**src/dxt_block_decoder_core_defines.svh**
```systemverilog
// Shared assertion macros for the block decoder.
`ifndef DXT_BLOCK_DECODER_CORE_DEFINES_SVH
`define DXT_BLOCK_DECODER_CORE_DEFINES_SVH

// Same-cycle implication, checked out of reset.
`define DXTD_ASSERT_IMP(label, clk, rst_n, ante, cons) \
  label: assert property (@(posedge clk) disable iff (!rst_n) (ante) |-> (cons)) \
    else $error("dxtd assertion failed");

// Next-cycle implication, checked out of reset.
`define DXTD_ASSERT_NEXT(label, clk, rst_n, ante, cons) \
  label: assert property (@(posedge clk) disable iff (!rst_n) (ante) |=> (cons)) \
    else $error("dxtd assertion failed");

`endif

```
**src/dxtd_pkg.sv**
```systemverilog
package dxtd_pkg;

  // block_format register codes; the unused code decodes as DXT5
  localparam logic [1:0] FMT_DXT1  = 2'd0;
  localparam logic [1:0] FMT_DXT3  = 2'd1;
  localparam logic [1:0] FMT_DXT5  = 2'd2;
  localparam logic [1:0] FMT_RESET = FMT_DXT5;

  // alpha source of a classified block
  localparam logic [1:0] AM_PALETTE  = 2'd0;
  localparam logic [1:0] AM_EXPLICIT = 2'd1;
  localparam logic [1:0] AM_INTERP   = 2'd2;

  localparam int unsigned PIXELS = 16;

  // classified block: palette and alpha levels ready, indices still packed
  typedef struct packed {
    logic [3:0][2:0][7:0] pal;        // entry, channel (0 red, 1 green, 2 blue)
    logic                 three_mode; // DXT1 three colors plus transparent black
    logic [31:0]          cidx;       // 2-bit color index per pixel
    logic [1:0]           amode;
    logic [7:0][7:0]      alv;        // DXT5 alpha levels
    logic [63:0]          abits;      // alpha half of the block
  } blk_t;

endpackage

```
**src/dxtd_front.sv**
```systemverilog
module dxtd_front (
  input  logic               clk,
  input  logic               rst_n,
  input  logic               start,
  output logic               busy,
  input  logic [1:0]         fmt,
  input  logic [63:0]        first_half,
  input  logic [63:0]        second_half,
  input  logic               q_full,
  output logic               push,
  output dxtd_pkg::blk_t     push_data
);

  typedef struct packed {
    logic [2:0][7:0]  e0;
    logic [2:0][7:0]  e1;
    logic [2:0][9:0]  sum21;   // 2*e0 + e1
    logic [2:0][9:0]  sum12;   // e0 + 2*e1
    logic             three_mode;
    logic [31:0]      cidx;
    logic [1:0]       amode;
    logic [7:0]       a0;
    logic [7:0]       a1;
    logic             six_mode;
    logic [5:0][10:0] asum;    // weighted alpha sums before the divide
    logic [63:0]      abits;
  } s1_t;

  function automatic logic [7:0] div3(input logic [9:0] x);
    logic [19:0] p;
    p = 20'(x) * 20'd683;
    return p[18:11];
  endfunction

  function automatic logic [7:0] div5(input logic [10:0] x);
    logic [22:0] p;
    p = 23'(x) * 23'd3277;
    return p[21:14];
  endfunction

  function automatic logic [7:0] div7(input logic [10:0] x);
    logic [22:0] p;
    p = 23'(x) * 23'd2341;
    return p[21:14];
  endfunction

  logic        s1_valid_r, s1_valid_nxt;
  s1_t         s1_r, s1_nxt;
  logic        accept;
  logic [63:0] cword;
  logic [15:0] c0, c1;
  logic [2:0]  w0, w1;
  logic [8:0]  avg;

  assign busy   = s1_valid_r & q_full;
  assign accept = start & ~busy;
  assign push   = s1_valid_r & ~q_full;

  // classify and form the sums at accept
  always_comb begin
    cword = (fmt == dxtd_pkg::FMT_DXT1) ? first_half : second_half;
    c0    = cword[15:0];
    c1    = cword[31:16];
    s1_nxt.e0[0] = {c0[15:11], 3'b000};
    s1_nxt.e0[1] = {c0[10:5], 2'b00};
    s1_nxt.e0[2] = {c0[4:0], 3'b000};
    s1_nxt.e1[0] = {c1[15:11], 3'b000};
    s1_nxt.e1[1] = {c1[10:5], 2'b00};
    s1_nxt.e1[2] = {c1[4:0], 3'b000};
    for (int ch = 0; ch < 3; ch++) begin
      s1_nxt.sum21[ch] = {1'b0, s1_nxt.e0[ch], 1'b0} + 10'(s1_nxt.e1[ch]);
      s1_nxt.sum12[ch] = 10'(s1_nxt.e0[ch]) + {1'b0, s1_nxt.e1[ch], 1'b0};
    end
    s1_nxt.three_mode = (fmt == dxtd_pkg::FMT_DXT1) && (c0 <= c1);
    s1_nxt.cidx       = cword[63:32];
    if (fmt == dxtd_pkg::FMT_DXT1) begin
      s1_nxt.amode = dxtd_pkg::AM_PALETTE;
    end else if (fmt == dxtd_pkg::FMT_DXT3) begin
      s1_nxt.amode = dxtd_pkg::AM_EXPLICIT;
    end else begin
      s1_nxt.amode = dxtd_pkg::AM_INTERP;
    end
    s1_nxt.a0       = first_half[7:0];
    s1_nxt.a1       = first_half[15:8];
    s1_nxt.six_mode = first_half[7:0] <= first_half[15:8];
    w0 = '0;
    w1 = '0;
    for (int j = 0; j < 6; j++) begin
      w0 = s1_nxt.six_mode ? 3'(4 - j) : 3'(6 - j);
      w1 = 3'(j + 1);
      s1_nxt.asum[j] = 11'(w0) * 11'(s1_nxt.a0) + 11'(w1) * 11'(s1_nxt.a1);
    end
    s1_nxt.abits = first_half;
  end

  always_comb begin
    s1_valid_nxt = s1_valid_r;
    if (accept) begin
      s1_valid_nxt = 1'b1;
    end else if (push) begin
      s1_valid_nxt = 1'b0;
    end
  end

  always_ff @(posedge clk) begin
    if (!rst_n) begin
      s1_valid_r <= 1'b0;
    end else begin
      s1_valid_r <= s1_valid_nxt;
    end
  end

  always_ff @(posedge clk) begin
    if (accept) begin
      s1_r <= s1_nxt;
    end
  end

  // divide the sums and build palette and alpha levels
  always_comb begin
    avg = '0;
    for (int ch = 0; ch < 3; ch++) begin
      avg = 9'(s1_r.e0[ch]) + 9'(s1_r.e1[ch]);
      push_data.pal[0][ch] = s1_r.e0[ch];
      push_data.pal[1][ch] = s1_r.e1[ch];
      push_data.pal[2][ch] = s1_r.three_mode ? avg[8:1] : div3(s1_r.sum21[ch]);
      push_data.pal[3][ch] = s1_r.three_mode ? 8'd0 : div3(s1_r.sum12[ch]);
    end
    push_data.three_mode = s1_r.three_mode;
    push_data.cidx       = s1_r.cidx;
    push_data.amode      = s1_r.amode;
    push_data.abits      = s1_r.abits;
    push_data.alv[0]     = s1_r.a0;
    push_data.alv[1]     = s1_r.a1;
    for (int j = 0; j < 6; j++) begin
      if (s1_r.six_mode && (j == 4)) begin
        push_data.alv[j + 2] = 8'd0;
      end else if (s1_r.six_mode && (j == 5)) begin
        push_data.alv[j + 2] = 8'hff;
      end else if (s1_r.six_mode) begin
        push_data.alv[j + 2] = div5(s1_r.asum[j]);
      end else begin
        push_data.alv[j + 2] = div7(s1_r.asum[j]);
      end
    end
  end

endmodule

```
**src/dxtd_queue.sv**
```systemverilog
`include "dxt_block_decoder_core_defines.svh"

module dxtd_queue #(
  parameter int DEPTH = 2
) (
  input  logic           clk,
  input  logic           rst_n,
  input  logic           push,
  input  dxtd_pkg::blk_t push_data,
  input  logic           pop,
  output dxtd_pkg::blk_t pop_data,
  output logic           full,
  output logic           empty
);

  localparam int PW = $clog2(DEPTH);
  localparam int CW = $clog2(DEPTH + 1);

  dxtd_pkg::blk_t entries_r [DEPTH];
  logic [PW-1:0]  wr_ptr_r, wr_ptr_nxt;
  logic [PW-1:0]  rd_ptr_r, rd_ptr_nxt;
  logic [CW-1:0]  count_r, count_nxt;

  assign full     = (count_r == CW'(DEPTH));
  assign empty    = (count_r == '0);
  assign pop_data = entries_r[rd_ptr_r];

  always_comb begin
    wr_ptr_nxt = wr_ptr_r;
    rd_ptr_nxt = rd_ptr_r;
    count_nxt  = count_r;
    if (push) begin
      wr_ptr_nxt = (wr_ptr_r == PW'(DEPTH - 1)) ? '0 : wr_ptr_r + 1'b1;
    end
    if (pop) begin
      rd_ptr_nxt = (rd_ptr_r == PW'(DEPTH - 1)) ? '0 : rd_ptr_r + 1'b1;
    end
    if (push && !pop) begin
      count_nxt = count_r + 1'b1;
    end else if (pop && !push) begin
      count_nxt = count_r - 1'b1;
    end
  end

  always_ff @(posedge clk) begin
    if (!rst_n) begin
      wr_ptr_r <= '0;
      rd_ptr_r <= '0;
      count_r  <= '0;
    end else begin
      wr_ptr_r <= wr_ptr_nxt;
      rd_ptr_r <= rd_ptr_nxt;
      count_r  <= count_nxt;
    end
  end

  always_ff @(posedge clk) begin
    if (push) begin
      entries_r[wr_ptr_r] <= push_data;
    end
  end

  `DXTD_ASSERT_IMP(a_no_overflow, clk, rst_n, full, !push)
  `DXTD_ASSERT_IMP(a_no_underflow, clk, rst_n, empty, !pop)

endmodule

```
**src/dxtd_back.sv**
```systemverilog
`include "dxt_block_decoder_core_defines.svh"

module dxtd_back (
  input  logic           clk,
  input  logic           rst_n,
  input  logic           q_empty,
  input  dxtd_pkg::blk_t q_data,
  output logic           pop,
  output logic           out_valid,
  output logic [7:0]     out_red,
  output logic [7:0]     out_green,
  output logic [7:0]     out_blue,
  output logic [7:0]     out_alpha,
  output logic [3:0]     out_pixel_number,
  output logic           out_last_pixel
);

  dxtd_pkg::blk_t cur_r;
  logic           cur_valid_r, cur_valid_nxt;
  logic [3:0]     cnt_r, cnt_nxt;
  logic           out_valid_r;
  logic [7:0]     red_r, green_r, blue_r, alpha_r;
  logic [3:0]     pix_r;
  logic           last_r;
  logic [1:0]     ci;
  logic [3:0]     nib;
  logic [5:0]     apos;
  logic [2:0]     ai;
  logic [7:0]     alpha_nxt;
  logic           at_end;

  assign at_end = (cnt_r == 4'(dxtd_pkg::PIXELS - 1));
  assign pop    = ~q_empty & (~cur_valid_r | at_end);

  always_comb begin
    cur_valid_nxt = cur_valid_r;
    cnt_nxt       = cnt_r;
    if (pop) begin
      cur_valid_nxt = 1'b1;
      cnt_nxt       = '0;
    end else if (cur_valid_r) begin
      cnt_nxt = cnt_r + 1'b1;
      if (at_end) begin
        cur_valid_nxt = 1'b0;
      end
    end
  end

  // select the pixel at the counter
  always_comb begin
    ci   = cur_r.cidx[{cnt_r, 1'b0} +: 2];
    nib  = cur_r.abits[{cnt_r, 2'b00} +: 4];
    apos = 6'd16 + 6'({cnt_r, 1'b0}) + 6'(cnt_r);
    ai   = cur_r.abits[apos +: 3];
    unique case (cur_r.amode)
      dxtd_pkg::AM_PALETTE: begin
        alpha_nxt = (cur_r.three_mode && (ci == 2'd3)) ? 8'd0 : 8'hff;
      end
      dxtd_pkg::AM_EXPLICIT: begin
        alpha_nxt = {nib, nib};
      end
      default: begin
        alpha_nxt = cur_r.alv[ai];
      end
    endcase
  end

  always_ff @(posedge clk) begin
    if (!rst_n) begin
      cur_valid_r <= 1'b0;
      cnt_r       <= '0;
      out_valid_r <= 1'b0;
    end else begin
      cur_valid_r <= cur_valid_nxt;
      cnt_r       <= cnt_nxt;
      out_valid_r <= cur_valid_r;
    end
  end

  always_ff @(posedge clk) begin
    if (pop) begin
      cur_r <= q_data;
    end
    red_r   <= cur_r.pal[ci][0];
    green_r <= cur_r.pal[ci][1];
    blue_r  <= cur_r.pal[ci][2];
    alpha_r <= alpha_nxt;
    pix_r   <= cnt_r;
    last_r  <= at_end;
  end

  assign out_valid        = out_valid_r;
  assign out_red          = red_r;
  assign out_green        = green_r;
  assign out_blue         = blue_r;
  assign out_alpha        = alpha_r;
  assign out_pixel_number = pix_r;
  assign out_last_pixel   = last_r;

  // a block goes out as sixteen strobes with no gap
  `DXTD_ASSERT_NEXT(a_pixels_contiguous, clk, rst_n, out_valid_r && !last_r, out_valid_r && (pix_r == $past(pix_r) + 4'd1))

endmodule

```
**src/dxt_block_decoder_core.sv**
```systemverilog
// Channel       | Ports                                        | Handshake
// --------------+----------------------------------------------+--------------------------
// block in      | in_first_half, in_second_half                | start high, busy low
// pixel out     | out_red/green/blue/alpha, out_pixel_number,  | out_valid strobe, 1 cycle
//               | out_last_pixel                               |
// configuration | cfg_wdata (block_format)                     | cfg_we, always taken
//
// The pixel stage emits one pixel per cycle, sixteen per block, while the front
// classifies further blocks into the queue. After a block is accepted its first
// pixel passes the classify register, queue write, pixel-stage load and output register.
// Reset (rst_n low at a clock edge) empties every stage and sets block_format to DXT5.
// busy rises only when the classify register is full and the queue has no room.
// The receiver cannot stall; out_valid marks each transaction for one cycle.
module dxt_block_decoder_core #(
  parameter int QUEUE_DEPTH = 2
) (
  input  logic        clk,
  input  logic        rst_n,
  input  logic        start,
  output logic        busy,
  input  logic [63:0] in_first_half,
  input  logic [63:0] in_second_half,
  input  logic        cfg_we,
  input  logic [1:0]  cfg_wdata,
  output logic        out_valid,
  output logic [7:0]  out_red,
  output logic [7:0]  out_green,
  output logic [7:0]  out_blue,
  output logic [7:0]  out_alpha,
  output logic [3:0]  out_pixel_number,
  output logic        out_last_pixel
);

  // block_format register
  logic [1:0]     fmt_r;

  // front to queue
  logic           push;
  dxtd_pkg::blk_t push_data;
  logic           q_full;

  // queue to back
  logic           pop;
  dxtd_pkg::blk_t pop_data;
  logic           q_empty;

  // Hold the format; write it only while the block is idle.
  always_ff @(posedge clk) begin
    if (!rst_n) begin
      fmt_r <= dxtd_pkg::FMT_RESET;
    end else if (cfg_we) begin
      fmt_r <= cfg_wdata;
    end
  end

  // Front: accept a block, expand endpoints and form palette and alpha levels.
  dxtd_front u_front (
    .clk         (clk),
    .rst_n       (rst_n),
    .start       (start),
    .busy        (busy),
    .fmt         (fmt_r),
    .first_half  (in_first_half),
    .second_half (in_second_half),
    .q_full      (q_full),
    .push        (push),
    .push_data   (push_data)
  );

  // Queue: decouple classification from pixel emission.
  dxtd_queue #(
    .DEPTH (QUEUE_DEPTH)
  ) u_queue (
    .clk       (clk),
    .rst_n     (rst_n),
    .push      (push),
    .push_data (push_data),
    .pop       (pop),
    .pop_data  (pop_data),
    .full      (q_full),
    .empty     (q_empty)
  );

  // Back: advance through the sixteen pixels, one transaction per cycle.
  dxtd_back u_back (
    .clk              (clk),
    .rst_n            (rst_n),
    .q_empty          (q_empty),
    .q_data           (pop_data),
    .pop              (pop),
    .out_valid        (out_valid),
    .out_red          (out_red),
    .out_green        (out_green),
    .out_blue         (out_blue),
    .out_alpha        (out_alpha),
    .out_pixel_number (out_pixel_number),
    .out_last_pixel   (out_last_pixel)
  );

endmodule
```
**config.mk**
```make
export PLATFORM = sky130hd
export DESIGN_NAME = dxt_block_decoder_core
export DESIGN_NICKNAME = d
export VERILOG_FILES = /design/src/dxtd_pkg.sv /design/src/dxtd_front.sv /design/src/dxtd_queue.sv /design/src/dxtd_back.sv /design/src/dxt_block_decoder_core.sv
export VERILOG_INCLUDE_DIRS = /design/src /design/src/src
export SDC_FILE = /design/constraint.sdc
export NUM_CORES = 2
export LEC_CHECK = 0
export ABC_AREA = 1
export BUFFER_PORTS_ARGS = -buffer_cell sky130_fd_sc_hd__buf_2
export CORE_MARGIN = 1.5
export CORE_UTILIZATION = 50
export CTS_CLUSTER_SIZE = 40
export DETAILED_ROUTE_END_ITERATION = 8
export GPL_TIMING_DRIVEN = 0
export PLACE_DENSITY = 0.66
export SKIP_CTS_REPAIR_TIMING = 1
export SYNTH_ARGS = -nofsm -noshare
export SYNTH_HDL_FRONTEND = slang
export SYNTH_SLANG_ARGS = --single-unit
export TNS_END_PERCENT = 5
```
**constraint.sdc**
```tcl
create_clock -name clk -period 24.4 [get_ports clk]
set_input_delay 3.66 -clock clk [delete_from_list [all_inputs] [get_ports clk]]
set_output_delay 3.66 -clock clk [all_outputs]
set_load 0.01 [all_outputs]
```
# Word level (Yosys, flattened, before mapping)
# Memory sizes are Yosys's and may differ from the RTL's. A register that Yosys moved wholly into a read port is not among the register bits.
# Index checks and enable logic that the tools add are counted.
[word_totals]
reg_bits = 372
mem_bits_rw = 486
input_bits = 134
out_inout_bits = 39
elab_cells = 164
n_memories = 1
[mem_list]
columns = ["memory", "depth", "word_bits", "rd", "rd_clocked_by_memory_dff", "write_ports", "line_no", "rtl"]
rows = [
  ["u_queue.entries_r", 2, 243, 1, 1, 1, "dxtd_queue.sv:19", "dxtd_pkg::blk_t entries_r [DEPTH];"],
]
[op_classes]
n_addsub = 22
n_mul = 25
order_cmp = 4
eq_ne = 5
shift = 3
muxes = 37
n_bitwise = 10
n_reduce_logical = 12
[ops]
columns = ["op", "n"]
rows = [
  ["$mul A11 B12 Y22 const B", 10],
  ["$mul A10 B10 Y19 const B", 6],
  ["$mux W8", 14],
  ["$mul A3 B8 Y11", 6],
  ["$mux W64", 1],
  ["$shiftx A64 B7 Y3", 1],
  ["$shiftx A64 B7 Y4", 1],
  ["$bmux W24 S2", 1],
  ["$shiftx A32 B6 Y2", 1],
  ["$add A8 B9 Y10", 3],
  ["$add A9 B8 Y10", 3],
  ["$add A8 B8 Y9", 3],
  ["$bmux W8 S3", 1],
  ["$mux W24", 1],
  ["$add A11 B10 Y11", 2],
  ["$add A11 B11 Y11", 2],
  ["$mul A2 B8 Y10 const A", 2],
  ["$le A16 B16 Y1", 1],
  ["$pmux W8 S2", 1],
  ["$mux W2", 6],
  ["$add A11 B8 Y11", 1],
  ["$add A11 B9 Y11", 1],
  ["$mul A3 B8 Y11 const A", 1],
  ["$mux W1", 9],
  ["21 further kinds", 40],
]

# Depth between registers and ports, before layout
[depth]
depth_word = 7
depth_mapped = 25
depth_no_buf = 25

# Hierarchy
# Synthesis repeated with hierarchy kept, for this count alone.
[hier_totals]
hier_cells = 7519
hier_area_um2 = 77653.2
[by_module_without_submodules]
columns = ["module", "instances", "cells_per_inst", "area_per_inst_um2", "seq_area_each_um2"]
rows = [
  ["dxtd_front", 1, 5469, 44771.7, 6866.6],
  ["dxtd_queue", 1, 841, 19759.0, 15655.0],
  ["dxtd_back", 1, 1198, 13047.5, 8638.3],
  ["dxt_block_decoder_core", 1, 11, 75.1, 40.0],
]

# Worst setup path after synthesis
# Ideal clock, no wire load.
[synth_timing]
path_type = "register to register"
from = "register u_back.cnt_r[1]"
to = "register u_queue.count_r[1]"
setup_time_ns = 0.122
arrival_time_ns = 13.689
t_required_ns = 24.278
slack_ns = 10.589
stages_incl_launch_ff = 12
path_buffers = 0
period_less_slack_ns = 13.811
path_cell_list = "dfxtp_1 -> ha_1 -> nand2_1 -> inv_1 -> nor2_1 -> a21oi_1 -> inv_1 -> ha_1 -> a21oi_1 -> o21ai_0 -> o21ai_0 -> a21oi_1"
[synth_between]
elab_chain_cells = 6
elab_cells_between_ends = 8
cone_classes = "1 x eq/ne; 1 x mux; 2 x bitwise; 4 x reduce/logical"
[synth_rtl]
columns = ["element", "line_no", "rtl"]
rows = [
  ["start, declared", "dxtd_back.sv:20", "logic [3:0] cnt_r, cnt_nxt;"],
  ["start signal, assigned", "dxtd_back.sv:75", "cnt_r <= cnt_nxt;"],
  ["$eq A4 B4 Y1 *", "dxtd_back.sv:32", "assign at_end = (cnt_r == 4'(dxtd_pkg::PIXELS - 1));"],
  ["named net u_back.at_end", "dxtd_back.sv:30", "logic at_end;"],
  ["$or A1 B1 Y1 *", "dxtd_back.sv:33", "assign pop = ~q_empty & (~cur_valid_r | at_end);"],
  ["$and A1 B1 Y1 *", "dxtd_back.sv:33", ""],
  ["named net pop", "dxt_block_decoder_core.sv:43", "logic pop;"],
  ["$logic_not A1 Y1", "dxtd_queue.sv:38", "if (push && !pop) begin"],
  ["$logic_and A1 B1 Y1", "dxtd_queue.sv:38", ""],
  ["$mux W2 or $reduce_bool A2 Y1 (tied branches)", "--", ""],
  ["end signal, assigned", "dxtd_queue.sv:53", "count_r <= count_nxt;"],
  ["end, declared", "dxtd_queue.sv:22", "logic [CW-1:0] count_r, count_nxt;"],
]
# The timed path passes the listed nets; every way through them passes the cells marked *.
# A chain may end at the register's enable or synchronous reset.

==> impl_metrics.ini <==
[status]
status = complete, no violations

[timing]
drv_slew = 0
final.setup_skew_ps = 44.9
fmax_ghz = 0.115
worst_pin_slew_ps = 1220
finalSetupViolations = 0
timing.final.ws_setup_ps = 15710
finalCritPeriodShare_pct = 35.6
rsz0062_at_grt = no
timing.final.crit_period_ps = 8690
relSlewSlack_pct = 18.9
hold_viol_final = 0
fin_setup_tns_ps = 0

[finish]
drive_gt1_share_pct = 6.18
multi_input_area_sq_um = 35300
syn_to_final_growth_pct = 10.4
nFillCells = 11790
regArea_sq_um = 28300
stdcell_count = 9037
utilization_pct = 55.7
nets = 8733

[setup_path]
rr_worst_depth = 14
worstSetupPathType = input port to flop
r2r_end = u_front.push_data[162]
r2r_start = fmt_r[1]
cp_max_fo = 10
end_kind = flop
cp-endpoint = u_front.s1_r[85]
worst-r2r-setup-slack_ps = 18360
cpPeakStageDelay_ps = 490
cp.required_ps = 24940
cp.depth = 23
path_buf_inv = 6
cp_top_family = adder cells
arrival_ps = 9240
path_cells = buf_2, inv_1, ha_1, nand2_1, nor2_1, nand4_1, nand2_1, clkinv_1, nor2_1, fa_1, inv_1, fa_1, inv_1, ha_1, inv_1, fa_1, o21ai_0, a21oi_1, o21ai_0, a21oi_1, nor2_1, nor2_1, xnor2_1
cp-startpoint = in_first_half[13]
cp-start-kind = input port
slowest_stage = fa_1

[grt]
grtUsageTotal_pct = 25.7
antenna_found_initial = 31
grt_pass1_vias = 48853
grt_max_degree = 129
grt_pass1_wl_microns = 276000
grt_overflow_total = 0

[min_path]
worstHoldPathType = flop to flop

[floorplanning]
die_h_microns = 373
io_pins = 173
die_area_sq_um = 139000
chipWidth_microns = 373
rows = 135
initial_core_util_pct = 50.5
core_sq_um = 136000

[clock_network]
clkSinkCount = 959
clkSlewWorstSetupHoldPaths_ps = 60
clock_latency_ps = 700
clockRootBuffer = clkbuf_16
cts_tree = yes
cts_buffer_depth = 3
cts_buffers = 99
htree_levels = 3

[drt]
routed_wl_microns = 179000
viasPerCell = 5.43
drtIter0Drc = 3984
ant_nets = 0
drc = 0
wire_per_inst_microns = 19.9
vias = 49056
dr.pass1.iters = 6

[synthesis]
async_flop_share_pct = 0
ys_seq_area_share_pct = 41.3
synth_largest_area_cell = edfxtp_1
syn_nets = 8430
synth_edf_count = 909
synth.area.top_cells = edfxtp_1 (40%), ha_1 (20%), fa_1 (9.8%)
ys_types = 47
ys_seq_elements = 959
synth_area_sq_um = 68600
synth_area_per_cell_sq_um = 10.0
synth_warnings = 0
synthCells = 6861
synthFlopType = edfxtp_1
yosysTopAreaCellShare_pct = 39.8

[placement]
dpl.cell_count = 8843
dp_slack_ps = 15170
hpwl_microns = 141000
gp_congestion = 0.969
portBuffers = 171

[flow_run]
drv_cap = 0
-- cells by family (layout without fill, tap and decap cells) --
family,count (synthesis),after routing,share of synthesized area (%)
fa+ha+maj,1435,1435,29.9
compound gates,821,821,6.59
flops,959,959,41.3
other cells,1,10,0.00547
buf+inv,1297,1683,7.25
simple gates,2194,2194,13.1
xor+xnor,154,154,1.97
-- per-layer routing --
layer  track usage, %  up-vias  part of all wire [%]  wire length [microns]
li1                 -    23603                     -                      -
met1             35.5    23560                    44                  79200
met4             7.03       26                   2.8                   5040
met5                0        -                 0.083                    149
met3             4.27      294                   7.2                  13000
met2             41.7     1573                    46                  82100
-- synthesized netlist by cell type (5+ instances only) --
library cell and number:
a211oi_1 21, a21boi_0 6, a21o_1 21, a21oi_1 393, a31oi_1 22, a32oi_1 16
and3_1 6, buf_1 9, buf_2 38, buf_4 11, clkbuf_1 89, dfxtp_1 50
edfxtp_1 909, fa_1 337, ha_1 1098, inv_1 1141, inv_2 5, nand2_1 1514
nand3_1 329, nand3b_1 21, nand4_1 31, nor2_1 229, nor3_1 22, nor4_1 7
o211ai_1 14, o21a_1 5, o21ai_0 263, o21bai_1 16, o221ai_1 9, o22ai_1 7
o31ai_1 16, or2_2 21, xnor2_1 64, xor2_1 90
-- sequential cells by signal, summed over array words and instances (netlist names) --
register / flops
u_back.out_pixel_number: 4
u_back.out_alpha: 8
u_back.cnt_r: 4
u_queue.rd_ptr_r: 1
u_queue.count_r: 2
u_back.out_red: 8
u_front.s1_r: 97
fmt_r: 2
u_queue.wr_ptr_r: 1
u_back.out_green: 8
u_back.cur_valid_r: 1
u_back.out_blue: 8
u_front.s1_valid_r: 1
u_front.push_data: 131
u_back.out_valid: 1
u_back.cur_r: 227
u_back.out_last_pixel: 1
u_queue.entries_r: 454
-- worst min path at each step --
stage,from,end,slack (ps),depth (start not counted)
6_report,u_back.cnt_r[3],u_back.out_pixel_number[3],370,0
4_1_cts,u_back.cnt_r[3],u_back.out_pixel_number[3],370,0
3_5_place_dp,u_back.cnt_r[3],u_back.out_pixel_number[3],370,0
5_1_grt,u_back.cnt_r[3],u_back.out_pixel_number[3],380,0
3_3_place_gp,u_back.cnt_r[3],u_back.out_pixel_number[3],360,0
2_1_floorplan,u_back.cnt_r[3],u_back.out_pixel_number[3],350,0
-- cells in the final DEF (no fill, tap or decap), types with 16 or more instances in the layout --
cell and instances:
o21ai_0 261, buf_2 209, clkbuf_1 99, nand4_1 31
a32oi_1 16, nor3_1 22, a31oi_1 22, inv_1 1140
nand3b_1 21, a21oi_1 392, dfxtp_1 50, or2_2 21
buf_12 24, clkinv_1 20, xnor2_1 64, xor2_1 90
a211oi_1 21, clkinv_2 20, o31ai_1 16, nand3_1 329
o21bai_1 16, fa_1 337, nor2_1 227, a21o_1 21
nand2_1 1514, clkbuf_16 101, edfxtp_1 909, ha_1 1098
-- stage by stage --
stage / hold WS (ps) / instance area (sq um)
2_1_floorplan: 350 / 68600
3_3_place_gp: 362 / 71700
3_5_place_dp: 369 / 72300
4_1_cts: 373 / 75700
5_1_grt: 385 / 75700
6_report: 373 / 75700
-- worst register-to-register path, cell delays in order (launching register included) --
cell	delay, ps
dfxtp_1	400
nor2_1	390
clkbuf_1	910
clkbuf_1	860
nand2_1	490
o21ai_0	350
inv_1	210
ha_1	350
inv_1	60
o21bai_1	60
a221oi_1	890
o221ai_1	220
nand2_1	110
nand4_1	100
a21oi_1	400
-- layout make-up --
class	instances	share of cell area [%]
repair buffers	202	1.94
flip-flops and latches	959	37.4
multi-input cells	4605	46.7
well taps	1781	2.94
diodes	9	0.0298
clock inverters	70	0.980
inverters	1147	5.70
plain buffers	150	0.883
clock buffers	114	3.44
Power is left out: the tool's default activity adds up to more than one toggle a clock period on the data nets, which glitch-free logic cannot reach.
